<file path="src/rtl/anms_pkg.sv">
// shared constants, types and cell control codes for the keypoint suppression block
package anms_pkg;

  // frame storage and output limits
  localparam int CAPACITY = 256;
  localparam int MAX_OUT  = 64;
  localparam int IDX_W    = (CAPACITY > 1) ? $clog2(CAPACITY) : 1;
  localparam int CNT_W    = $clog2(CAPACITY + 1);
  localparam int STEP_W   = $clog2(CAPACITY + 4);
  localparam int MO_AW    = (MAX_OUT > 1) ? $clog2(MAX_OUT) : 1;
  localparam int KEEP_W   = 7;
  localparam int RAD_W    = 34;
  localparam logic [RAD_W-1:0] RAD_INF = 34'h3_FFFF_FFFF;

  // cell operations
  localparam logic [2:0] OP_HOLD   = 3'd0;
  localparam logic [2:0] OP_LOAD   = 3'd1;
  localparam logic [2:0] OP_PRIME  = 3'd2;
  localparam logic [2:0] OP_PROBE  = 3'd3;
  localparam logic [2:0] OP_ROTATE = 3'd4;
  localparam logic [2:0] OP_CLEAR  = 3'd5;

  typedef struct packed {
    logic             v;
    logic [IDX_W-1:0] idx;
    logic [15:0]      x;
    logic [15:0]      y;
    logic [31:0]      s;
  } pt_t;

  typedef struct packed {
    pt_t              pt;
    logic [RAD_W-1:0] rad;
  } cell_t;

  typedef struct packed {
    logic [2:0] op;
    pt_t        pt;
  } ctrl_t;

endpackage

</file>
<file path="src/rtl/anms_cell.sv">
// one rank cell: sorted insertion, probe shift with pipelined distance, rotation
module anms_cell (
  input  logic                clk,
  input  logic                rst_n,
  input  anms_pkg::ctrl_t     ctrl,
  input  anms_pkg::cell_t     left_c,
  input  logic                left_cond,
  input  anms_pkg::cell_t     right_c,
  input  anms_pkg::pt_t       left_probe,
  output anms_pkg::cell_t     cur,
  output anms_pkg::pt_t       probe,
  output logic                cond
);

  anms_pkg::cell_t cell_r, cell_nxt;
  anms_pkg::pt_t   probe_r, probe_nxt;
  logic            s1_v_r, s1_v_nxt;
  logic [15:0]     dx_r, dy_r, dx_nxt, dy_nxt;
  logic            s2_v_r;
  logic [31:0]     sqx_r, sqy_r;
  logic [32:0]     dsum;

  // insertion point: this cell is empty or the new point outranks it
  assign cond  = !cell_r.pt.v || (ctrl.pt.s > cell_r.pt.s);
  assign cur   = cell_r;
  assign probe = probe_r;

  // stage one: strictly stronger probe, absolute coordinate differences
  always_comb begin
    s1_v_nxt = (ctrl.op == anms_pkg::OP_PROBE) && probe_r.v && cell_r.pt.v &&
               (probe_r.s > cell_r.pt.s);
    dx_nxt = (probe_r.x > cell_r.pt.x) ? probe_r.x - cell_r.pt.x : cell_r.pt.x - probe_r.x;
    dy_nxt = (probe_r.y > cell_r.pt.y) ? probe_r.y - cell_r.pt.y : cell_r.pt.y - probe_r.y;
  end

  assign dsum = {1'b0, sqx_r} + {1'b0, sqy_r};

  // next cell contents and probe
  always_comb begin
    cell_nxt  = cell_r;
    probe_nxt = probe_r;
    unique case (ctrl.op)
      anms_pkg::OP_LOAD: begin
        if (cond && !left_cond) begin
          cell_nxt.pt  = ctrl.pt;
          cell_nxt.rad = anms_pkg::RAD_INF;
        end else if (cond) begin
          cell_nxt = left_c;
        end
      end
      anms_pkg::OP_PRIME: begin
        probe_nxt    = left_c.pt;
        cell_nxt.rad = anms_pkg::RAD_INF;
      end
      anms_pkg::OP_PROBE: begin
        probe_nxt = left_probe;
        if (s2_v_r && ({1'b0, dsum} < cell_r.rad)) cell_nxt.rad = {1'b0, dsum};
      end
      anms_pkg::OP_ROTATE: cell_nxt = right_c;
      anms_pkg::OP_CLEAR:  cell_nxt.pt.v = 1'b0;
      default: ;
    endcase
  end

  // control state
  always_ff @(posedge clk) begin
    if (!rst_n) begin
      cell_r.pt.v <= 1'b0;
      probe_r.v   <= 1'b0;
      s1_v_r      <= 1'b0;
      s2_v_r      <= 1'b0;
    end else begin
      cell_r.pt.v <= cell_nxt.pt.v;
      probe_r.v   <= probe_nxt.v;
      s1_v_r      <= s1_v_nxt;
      s2_v_r      <= s1_v_r;
    end
  end

  // payload
  always_ff @(posedge clk) begin
    cell_r.pt.idx <= cell_nxt.pt.idx;
    cell_r.pt.x   <= cell_nxt.pt.x;
    cell_r.pt.y   <= cell_nxt.pt.y;
    cell_r.pt.s   <= cell_nxt.pt.s;
    cell_r.rad    <= cell_nxt.rad;
    probe_r.idx   <= probe_nxt.idx;
    probe_r.x     <= probe_nxt.x;
    probe_r.y     <= probe_nxt.y;
    probe_r.s     <= probe_nxt.s;
    dx_r          <= dx_nxt;
    dy_r          <= dy_nxt;
    sqx_r         <= dx_r * dx_r;
    sqy_r         <= dy_r * dy_r;
  end

endmodule

</file>
<file path="config.mk">
export PLATFORM = sky130hd
export DESIGN_NAME = anms_cell
export DESIGN_NICKNAME = d
export VERILOG_FILES = /design/src/rtl/anms_pkg.sv /design/src/rtl/anms_cell.sv
export SDC_FILE = /design/constraint.sdc
export NUM_CORES = 2
export LEC_CHECK = 0
export ABC_AREA = 1
export CAP_MARGIN = 20
export CORE_MARGIN = 4
export CORE_UTILIZATION = 40
export CTS_BUF_LIST = sky130_fd_sc_hd__clkbuf_4 sky130_fd_sc_hd__clkbuf_8
export CTS_CLUSTER_DIAMETER = 120
export CTS_CLUSTER_SIZE = 40
export DETAILED_ROUTE_END_ITERATION = 6
export DONT_BUFFER_PORTS = 1
export PLACE_DENSITY = 0.51
export SETUP_SLACK_MARGIN = 0.4
export SKIP_CTS_REPAIR_TIMING = 1
export SLEW_MARGIN = 10
export SYNTH_ARGS = -nofsm -noshare
export SYNTH_HDL_FRONTEND = slang
export SYNTH_SLANG_ARGS = --single-unit
export TNS_END_PERCENT = 5
</file>
<file path="constraint.sdc">
create_clock -name clk -period 6.95 [get_ports clk]
set_input_delay 0.695 -clock clk [delete_from_list [all_inputs] [get_ports clk]]
set_output_delay 0.695 -clock clk [all_outputs]
set_load 0.05 [all_outputs]
</file>
==> reports/metrics.cfg <==
[synthesis]
syn_avg_cell_area_um2=7.90
yosysSeqAreaShare_pct=22.0
synth_seq_cells=276
synth.distinct_cells=56
synth_top_cell_by_area=fa_1
synth_warnings=0
synth_xor_xnor_area_share_pct=3.63
synth_ff_type=edfxtp_1
synth_top_family_by_area=adder cells
yosys.area.top_type_share_pct=19.9
async_flop_share_pct=0
synthAdderAreaFrac_pct=34.7
yosys-top-cells-area=fa_1, edfxtp_1, ha_1
syn_nets=5301
synthMuxAreaShare_pct=0.0940
synth_edf_count=178
syn_area_um2=33300
synth-simple-area-share_pct=15.1
synth_cells=4210
synth_compound_area_share_pct=11.5

[route]
drcViolationCount=0
num_vias=26812
drtIter0Drc=1804
vias_per_cell=5.15
ant_nets=0
drt_pass1_iterations=5
drt_wl_total_um=120000
routedWlPerCell_um=22.9

[critical_path]
cp_max_fo=17
cp-startpoint=dx_r[1]
r2r_end=sqx_r[28]
cp_data_required_time_ns=7.54
cp_num_buf_inv=4
start_kind=register
worstReg2RegStart=dx_r[1]
crit_slowest_cell=dfxtp_1
crit_top_cell=fa_1
crit_chain=nand2_1 > xor2_1 > ha_1 > inv_1 > fa_1 > inv_1 > fa_1 > fa_1 > fa_1 > inv_1 > fa_1 > inv_1 > ha_1 > nand2_1 > nor2_1 > nor3b_1 > nand3_1 > nand3_1 > a21o_1 > nand2_1 > nand2_1 > xor2_1
slowest_delay_ns=0.82
worstPathArrival_ns=6.72
endpoint_kind=register
reg2reg_slack_ns=0.82
cpLargestDelayFamily=adder cells
worstSetupPathType=reg -> reg
ff2ff_path_depth=22

[clocking]
numCtsBuffers=14
cts_tree=done
clockRootBuffer=clkbuf_8
clkSinkCount=276
cts_buffer_depth=3
cts-htree-levels=1
insertion_delay_ns=0.67
path_clk_slew_ns=0.22

[cells_and_area]
final_common_cell=inv_1
n_fill_cell=8641
drive_gt1_share_pct=1.92
syn_to_final_growth_pct=4.04
register_area_um2=7310
multi_input_comb_area_um2=21700
nNetsFinal=5201
mostFrequentLayoutCells=inv_1, nand2_1, ha_1

[place]
gp_congestion=0.989
numPortBuffers=0
dpl.hpwl_um=104000

[timing]
post-route-period-util_pct=88.2
grt_setup_unrepaired=false
drv_slew=0
fin_crit_ns=6.13
worstMarginPinSlew_ns=1.16
finalClockSkew_ns=0.0722
tns_ns=0
hold_viol=0
relSlewSlack_pct=21.6
setup_viol=0
fmax_ghz=0.163

[die]
io_pins=547
die_x_um=296
core_um2=82200
rows=105
initial_core_util_pct=40.4
fp.dieArea_um2=87800
fp.dieH_um=296

[global_route]
grt_pass1_vias=26833
gr-usage-all-layers_pct=27.0
grt_pass1_wl_um=175000
grt_max_degree=153
grt-ovfl-total=0
grt_antenna_before_repair=45

[worst_hold_path]
hold_depth=2
min_to=s2_v_r
hold_class=in -> reg
min_from=rst_n

[status]
status=completed

[flow_run]
cap_violations=0

-- through the flow --
step	util [%]	hold slack [ns]	cell area, um^2	cells	setup WS (ns)
global route	42.0	0.0830	34600	5200	0.438
CTS	42.0	0.0792	34500	5188	0.836
detailed placement	41.5	0.400	34100	5164	0.851
global placement	41.5	0.400	34100	5164	0.862
floorplan	-	0.329	33300	4210	1.32
finish	42.1	0.135	34600	5210	0.818
-- layout make-up --
type	count	share of cell area [%]
multi-input cells	2822	62.7
flip-flops and latches	276	21.1
inverters	975	10.6
well taps	1070	3.87
clock buffers	15	0.597
clock inverters	9	0.560
repair buffers	21	0.456
diodes	22	0.159
-- worst max-delay path by stage --
stage,to,slack [ns],cells past startpoint
after floorplan,sqx_r[28],1.32,21
after global placement,sqy_r[27],0.86,18
after detailed placement,sqy_r[27],0.85,18
after CTS,sqx_r[28],0.84,22
after global routing,sqx_r[28],0.44,21
final,sqx_r[28],0.82,22
-- layer usage --
layer | part of all wire (%) | up-vias | routed length (um) | track usage [%]
li1 | - | 12921 | - | -
met1 | 39 | 12862 | 46800 | 32.5
met2 | 48 | 836 | 57400 | 46.1
met3 | 8.6 | 173 | 10200 | 8.11
met4 | 4.2 | 20 | 5020 | 9.43
met5 | 0.11 | - | 129 | 0
-- cells in the mapped netlist (all sizes together), types with 3 or more instances --
library cell and number:
a21boi 9, a21o 16, a21oi 223, a221oi 10, a31o 3, a31oi 5
and2 7, buf 36, clkbuf 101, dfxtp 98, edfxtp 178, fa 331
ha 394, inv 975, nand2 918, nand3 84, nand3b 4, nand4 18
nor2 166, nor3 40, nor4 8, o2111ai 6, o211ai 7, o21a 15
o21ai 373, o21bai 21, or2 8, xnor2 32, xor2 106
-- cell families (layout without fill, tap and decap cells) --
kind of cell,count (synthesis),in the layout
xor+xnor,138,138
flops,276,276
simple gates,1254,1254
other cells,0,22
compound gates,702,702
fa+ha+maj,725,725
buf+inv,1112,1020
mux,3,3
-- state kept, by name, summed over array words and instances (netlist names) --
name	cells
dy_r	16
s1_v_r	1
s2_v_r	1
cur	107
sqx_r	31
dx_r	16
probe	73
sqy_r	31
Power is not shown: default switching activity piles up to over one toggle a cycle in this logic, so the estimate is an artifact.
