<file path="src/rtl/anms_pkg.sv">
// shared constants, types and cell control codes for the keypoint suppression block
package anms_pkg;

  // frame storage and output limits
  localparam int CAPACITY = 256;
  localparam int MAX_OUT  = 64;
  localparam int IDX_W    = (CAPACITY > 1) ? $clog2(CAPACITY) : 1;
  localparam int CNT_W    = $clog2(CAPACITY + 1);
  localparam int STEP_W   = $clog2(CAPACITY + 4);
  localparam int MO_AW    = (MAX_OUT > 1) ? $clog2(MAX_OUT) : 1;
  localparam int KEEP_W   = 7;
  localparam int RAD_W    = 34;
  localparam logic [RAD_W-1:0] RAD_INF = 34'h3_FFFF_FFFF;

  // cell operations
  localparam logic [2:0] OP_HOLD   = 3'd0;
  localparam logic [2:0] OP_LOAD   = 3'd1;
  localparam logic [2:0] OP_PRIME  = 3'd2;
  localparam logic [2:0] OP_PROBE  = 3'd3;
  localparam logic [2:0] OP_ROTATE = 3'd4;
  localparam logic [2:0] OP_CLEAR  = 3'd5;

  typedef struct packed {
    logic             v;
    logic [IDX_W-1:0] idx;
    logic [15:0]      x;
    logic [15:0]      y;
    logic [31:0]      s;
  } pt_t;

  typedef struct packed {
    pt_t              pt;
    logic [RAD_W-1:0] rad;
  } cell_t;

  typedef struct packed {
    logic [2:0] op;
    pt_t        pt;
  } ctrl_t;

endpackage

</file>
<file path="src/rtl/anms_topk_cell.sv">
// one cell of the descending radius list that keeps the largest radii
module anms_topk_cell (
  input  logic                          clk,
  input  logic                          rst_n,
  input  logic                          clear,
  input  logic                          ins,
  input  logic [anms_pkg::RAD_W-1:0]    new_rad,
  input  logic                          left_v,
  input  logic [anms_pkg::RAD_W-1:0]    left_rad,
  input  logic                          left_cond,
  output logic                          v,
  output logic [anms_pkg::RAD_W-1:0]    rad,
  output logic                          cond
);

  logic                       v_r, v_nxt;
  logic [anms_pkg::RAD_W-1:0] rad_r, rad_nxt;

  assign cond = !v_r || (new_rad > rad_r);
  assign v    = v_r;
  assign rad  = rad_r;

  // insert new radius here or take the neighbour's
  always_comb begin
    v_nxt   = v_r;
    rad_nxt = rad_r;
    if (clear) begin
      v_nxt = 1'b0;
    end else if (ins && cond) begin
      if (!left_cond) begin
        v_nxt   = 1'b1;
        rad_nxt = new_rad;
      end else begin
        v_nxt   = left_v;
        rad_nxt = left_rad;
      end
    end
  end

  always_ff @(posedge clk) begin
    if (!rst_n) begin
      v_r <= 1'b0;
    end else begin
      v_r <= v_nxt;
    end
  end

  always_ff @(posedge clk) begin
    rad_r <= rad_nxt;
  end

endmodule

</file>
<file path="config.mk">
export PLATFORM = sky130hd
export DESIGN_NAME = anms_topk_cell
export DESIGN_NICKNAME = d
export VERILOG_FILES = /design/src/rtl/anms_pkg.sv /design/src/rtl/anms_topk_cell.sv
export SDC_FILE = /design/constraint.sdc
export NUM_CORES = 1
export LEC_CHECK = 0
export ABC_AREA = 1
export BUFFER_PORTS_ARGS = -buffer_cell sky130_fd_sc_hd__buf_2
export CORE_UTILIZATION = 48
export DETAILED_ROUTE_END_ITERATION = 16
export GPL_TIMING_DRIVEN = 0
export PLACE_DENSITY = 0.81
export SLEW_MARGIN = 20
export SYNTH_ARGS = -nofsm -noshare
export SYNTH_HDL_FRONTEND = slang
export SYNTH_SLANG_ARGS = --single-unit
</file>
<file path="constraint.sdc">
create_clock -name clk -period 3.32 [get_ports clk]
set_input_delay 0.498 -clock clk [delete_from_list [all_inputs] [get_ports clk]]
set_output_delay 0.498 -clock clk [all_outputs]
set_load 0.05 [all_outputs]
</file>
==> impl_metrics.tcl, run 1 <==
set metrics [dict create \
    setup_viol 0 \
    synth_seq_cells 35 \
    switchingPower_mw 0.364 \
    power_frac_seq 0.435 \
    ioPinCount 110 \
    grt_pass1_wl_um 9160 \
    synthSimpleGateAreaFrac 0.288 \
    ant_nets 0 \
    synth_top_family_by_area "simple AND/OR/NAND/NOR gates" \
    grt_antenna_before_repair 0 \
    worstMarginPinSlew_ps 587 \
    synthAdderAreaFrac 0.171 \
    htree_levels 2 \
    start_util 0.514 \
    root_buffer "clkbuf_8" \
    vias_per_cell 4.66 \
    grt-ovfl-total 0 \
    clk_latency_ps 290 \
    p_sw_frac 0.303 \
    grt_max_degree 19 \
    cp_cell_sequence "inv_1, ha_1, nand2_1, nor2_1, o21ai_1, nor2_1, nand2_1, nor2_1, nor2_1, nand2_1, nand2_1, nand2_2, nand2_1, nor2_4, buf_16" \
    end_kind "flop" \
    synth_mux_area_frac 0 \
    syn-num-nets 433 \
    grt_usage 0.224 \
    slew_viol_final 0 \
    maxCapViolations 0 \
    portBuffers 108 \
    combPwrFrac 0.252 \
    dr.first_iter.drc_count 70 \
    synth_area_mm2 0.00249 \
    synth_area_leaders "edfxtp_1 (41%), nand2_1 (23%), ha_1 (17%)" \
    yosysMostFrequentCell "nand2_1" \
    clock-skew-final_ps 9.41 \
    fin_tns_setup_ps 0 \
    avgSynthCellArea_um2 7.67 \
    path_buf_inv 2 \
    nets 549 \
    path_max_fanout 18 \
    wl_per_cell_um 11.2 \
    drtPass1Iterations 5 \
    drive_above_1_share 0.285 \
    cts_tree "done" \
    cp_slowest_cell "nor2_4" \
    vdd_ir_drop_max_v 0.000264 \
    max_stage_delay_ps 460 \
    worst_slack_ps 632 \
    rsz0062_at_grt "no" \
    fp.coreArea_mm2 0.00485 \
    cp_common_cell "nand2_1" \
    synth_largest_area_cell "edfxtp_1" \
    synth_compound_area_frac 0.0341 \
    die_area_mm2 0.00548 \
    hold_buffers 0 \
    p_clk_frac 0.312 \
    syn2layout_area_growth_pct 30.7 \
    synth_cells 325 \
    yosys_most_used_dff "edfxtp_1" \
    diodes 0 \
    yosysWarnings 0 \
    power_mw 1.20 \
    die-width_um 74.1 \
    min_period_ps 2690 \
    cts.sink_count 35 \
    yosys-top-cells-count "nand2_1 (155), inv_1 (49), edfxtp_1 (34), ha_1 (34), nor2_1 (15)" \
    postLayoutCellArea_mm2 0.00326 \
    place_congestion 0.779 \
    hold_viol 0 \
    status "complete, no violations" \
    hp-class "primary input to flop" \
    drc 0 \
    dpl.hpwl_um 4580 \
    start_kind "flop" \
    async_flop_share 0 \
    cts_buffers 5 \
    required_ps 3310 \
    cpLargestDelayFamily "simple AND/OR/NAND/NOR gates" \
    fp.dieH_um 74.1 \
    cts_setup_buffers 0 \
    internal_power_mw 0.838 \
    grt_pass1_vias 2151 \
    arrival_ps 2680 \
    max_freq_ghz 0.372 \
    seq_area_frac_synth 0.418 \
    power_leakage_nw 1.85 \
    route.vias.total 2370 \
    synth_xor_area_frac 0 \
    ctsResizeCount 0 \
    path_class "flop to flop" \
    ys_types 22 \
    dp_slack_ps 386 \
    p_per_area_mw_per_mm2 369 \
    drt-total-wl_um 5690 \
    clk_pin_slew_ps 80 \
    placed_area_mm2 0.00315 \
    synth_top_area_frac 0.410 \
    cts_buffer_depth 2 \
    rows 25 \
    period_share 0.810 \
    max_slew_margin 0.608 \
    synth-edff-count 34 \
]
-- power by group through the flow --
stage / sequential (mW) / clock, mW / combinational, mW
2_1_floorplan: 0.604 / 0 / 0.127
3_3_place_gp: 0.533 / 0 / 0.290
3_5_place_dp: 0.533 / 0 / 0.304
4_1_cts: 0.523 / 0.385 / 0.306
5_1_grt: 0.526 / 0.399 / 0.342
6_report: 0.523 / 0.376 / 0.304
-- registers in the layout (all words and copies together) (netlist names) --
signal  cells
rad        34
v           1
-- worst min-delay path, cell delays in order --
cell and delay, ps:
buf_2 70, nand2_1 40, nand2_1 50
-- path summary, 6_finish.rpt --
| path | startpoint | end | slack, ps | depth (start not counted) |
|---|---|---|---|---|
| hold / removal | left_rad[18] | rad[18] | 470 | 3 |
| setup / recovery | rad[9] | rad[9] | 630 | 15 |
| setup reg to reg | rad[9] | rad[9] | 630 | 15 |
| hold reg to reg | v | v | 610 | 4 |
-- kinds of logic (layout without fill, tap and decap cells) --
group / Yosys count / after routing
AOI/OAI and AO/OA: 16 / 16
adders and majority gates: 34 / 34
buffers and inverters: 59 / 176
DFF: 35 / 35
and+or+nand+nor: 181 / 181
-- per-layer routing --
metal,track usage,share of wire
met4,0.0641,0.011
met5,0,0
met1,0.275,0.45
met3,0.0610,0.060
met2,0.385,0.48
-- stage by stage --
stage               hold slack [ps]  utilization  cells
finish                          472        0.672    509
global route                    466        0.672    509
CTS                             458        0.672    509
detailed placement              596        0.650    501
global placement                575        0.643    500
floorplan                       646            -    325
-- cell usage in the layout (no fill, tap or decap) --
cell type  count
a21o_1         2
a21oi_1       11
buf_16         1
buf_2        109
bufinv_16      1
clkbuf_1       6
clkbuf_8       5
clkinv_1       2
clkinv_2       1
dfxtp_1        1
edfxtp_1      34
ha_1          34
inv_1         49
inv_2          2
nand2_1      155
nand2_2        1
nand3_1        1
nand3_2        2
nor2_1        15
nor2_2         2
nor2_4         2
nor3_1         1
nor3b_1        1
nor4_1         1
o21ai_0        2
o21ai_1        1
-- final cells by class --
class,count,area [um^2]
well taps,67,83.8
fillers,443,1590
clock buffers,5,68.8
repair buffers,109,568
clock inverters,3,38.8
inverters,52,195
multi-input cells,231,1230
plain buffers,7,27.5
flip-flops and latches,35,1040
(Power assumes the default switching activity.)
==> run 2: changes to the inputs <==
--- a/config.mk
+++ b/config.mk
@@ -5,12 +5,12 @@
 export SDC_FILE = /design/constraint.sdc
 export NUM_CORES = 1
 export LEC_CHECK = 0
-export ABC_AREA = 1
+export ABC_AREA = 0
 export BUFFER_PORTS_ARGS = -buffer_cell sky130_fd_sc_hd__buf_2
-export CORE_UTILIZATION = 48
+export CORE_UTILIZATION = 47
 export DETAILED_ROUTE_END_ITERATION = 16
 export GPL_TIMING_DRIVEN = 0
-export PLACE_DENSITY = 0.81
+export PLACE_DENSITY = 0.8
 export SLEW_MARGIN = 20
 export SYNTH_ARGS = -nofsm -noshare
 export SYNTH_HDL_FRONTEND = slang
==> constraint.sdc (replaced) <==
create_clock -name clk -period 2.5 [get_ports clk]
set_input_delay 0.375 -clock clk [delete_from_list [all_inputs] [get_ports clk]]
set_output_delay 0.375 -clock clk [all_outputs]
set_load 0.05 [all_outputs]
==> impl_metrics.tcl, run 2 <==
set metrics [dict create \
    drtPass1Iterations 4 \
    synth_largest_area_cell "edfxtp_1" \
    dpl.hpwl_um 4270 \
    worstMarginPinSlew_ps 559 \
    fin_tns_setup_ps -3200 \
    setup_viol 35 \
    rows 25 \
    worst_slack_ps -159 \
    drt-total-wl_um 5710 \
    grt_usage 0.222 \
    grt_pass1_wl_um 8940 \
    fp.dieH_um 73.7 \
    hp-start "left_rad[33]" \
    path_class "flop to flop" \
    maxCapViolations 0 \
    synth_cells 206 \
    hold_viol 0 \
    instances_no_fill 404 \
    grt-ovfl-total 0 \
    yosysWarnings 0 \
    dr.first_iter.drc_count 44 \
    ant_nets 0 \
    nets 444 \
    syn2layout_area_growth_pct 47.5 \
    r2r_slack_ps -160 \
    n_fill_cell 353 \
    reg2reg_from "rad[25]" \
    arrival_ps 2650 \
    grt_max_degree 12 \
    yosys_most_used_dff "edfxtp_1" \
    dp_slack_ps -299 \
    drive_above_1_share 0.596 \
    avgSynthCellArea_um2 11.7 \
    period_share 1.06 \
    vias_per_cell 4.94 \
    largest_reg_flops 34 \
    grt_pass1_vias 2013 \
    end_kind "flop" \
    async_flop_share 0 \
    fp.coreArea_mm2 0.00485 \
    slew_viol_final 0 \
    holdPathStages 2 \
    hp-class "primary input to flop" \
    violations "setup timing" \
    die-width_um 73.7 \
    cts_buffer_depth 2 \
    ioPinCount 110 \
    root_buffer "clkbuf_8" \
    min_period_ps 2660 \
    diodes 0 \
    utilization 0.735 \
    path_max_fanout 7 \
    syn-num-nets 314 \
    clk_latency_ps 280 \
    seq_area_frac_synth 0.431 \
    clk_pin_slew_ps 80 \
    rsz0062_at_grt "yes" \
    cp-startpoint "rad[25]" \
    worstRegToRegCells 12 \
    clock-skew-final_ps 8.23 \
    place_inst 383 \
    p_per_area_mw_per_mm2 475 \
    r2r_end "rad[32]" \
    cts.sink_count 35 \
    holdWs_ps 393 \
    die_area_mm2 0.00543 \
    ys_types 29 \
    wl_per_cell_um 14.1 \
    required_ps 2490 \
    start_kind "flop" \
    status "complete, but fails checks" \
    synth_area_mm2 0.00241 \
    grt_antenna_before_repair 0 \
    place_congestion 0.703 \
    max_freq_ghz 0.376 \
    power_leakage_nw 1.63 \
    final_common_cell "buf_2" \
    synth_seq_cells 35 \
    holdPathEnd "rad[33]" \
    cts_tree "done" \
    start_util 0.498 \
    synth_area_leaders "edfxtp_1 (42%), ha_1 (18%), mux2_2 (15%)" \
    drc 0 \
    vdd_ir_drop_max_v 0.000317 \
    most-common-layout-cells "buf_2 (107), edfxtp_1 (34), mux2_2 (33)" \
    portBuffers 108 \
    max_slew_margin 0.628 \
    yosysMostFrequentCell "inv_1" \
    synth_top_area_frac 0.423 \
    synth-edff-count 34 \
    yosys-top-cells-count "inv_1 (36), edfxtp_1 (34), ha_1 (34)" \
    cts_buffers 5 \
    htree_levels 2 \
    route.vias.total 1997 \
]
## run 2: cell count changes after synthesis, sizes merged, moves of 3 or more
cell and delta:
a21oi +7, clkbuf -3, inv -15, mux2 +33, nand2 -145, nand4 +8
nor2 -17, o211ai +3, o21ai +4
## run 2: repair_timing
action                                  CTS  global route
cloned                                    2             0
pin swaps                                 8            11
buffers inserted                         10             3
endpoints found under the setup margin   35            35
hold buffers                              0             0
endpoints found under the hold margin     0             0
gates resized for setup                  27             8
## run 2: cell families after synthesis
family          share of synthesized area
flops                               0.431
mux                                 0.154
fa+ha+maj                           0.176
simple gates                       0.0922
compound gates                     0.0813
buf+inv                            0.0653
## run 2: through the flow
step	total power, mW	area (um^2)
after floorplan	0.996	2480
after global placement	1.12	3100
after detailed placement	1.13	3130
after CTS	1.71	3550
after global routing	1.77	3560
final	1.69	3560
## run 2: critical path, cell delays in order (launching register included)
cell and delay, ps:
edfxtp_1 350, inv_1 50, ha_1 330, nand4_2 160
nor4_4 330, o211ai_1 150, o211ai_2 90, a22oi_2 130
buf_4 160, a211oi_4 260, buf_6 150, buf_6 100
buf_8 120
## run 2: worst max path at each step
stage,slack [ps],endpoint
global placement,-1060,rad[28]
floorplan,-680,rad[0]
detailed placement,-300,rad[27]
CTS,-130,cond
global route,-260,rad[29]
finish,-160,rad[32]
## run 2: final cells by class
type,count,area (um^2),share of cell area
inverters,36,135,0.0379
multi-input cells,131,1460,0.411
flip-flops and latches,35,1040,0.292
clock inverters,3,38.8,0.0109
well taps,67,83.8,0.0235
plain buffers,4,22.5,0.00632
clock buffers,5,68.8,0.0193
repair buffers,123,709,0.199
## run 2: report_power, final
part | internal, mW | leakage, nW | switching [mW] | total [mW]
registers | 0.683 | 0.327 | 0.0145 | 0.697
clock network | 0.292 | 0.0556 | 0.206 | 0.498
logic | 0.217 | 1.25 | 0.278 | 0.496
total | 1.19 | 1.63 | 0.499 | 1.69
## run 2: metal layers
layer / global-route usage / wire [um] / vias to the layer above
li1: - / - / 1009
met1: 0.265 / 2410 / 909
met2: 0.408 / 2920 / 75
met3: 0.0466 / 339 / 4
met4: 0.0449 / 36 / 0
met5: 0 / 0 / -
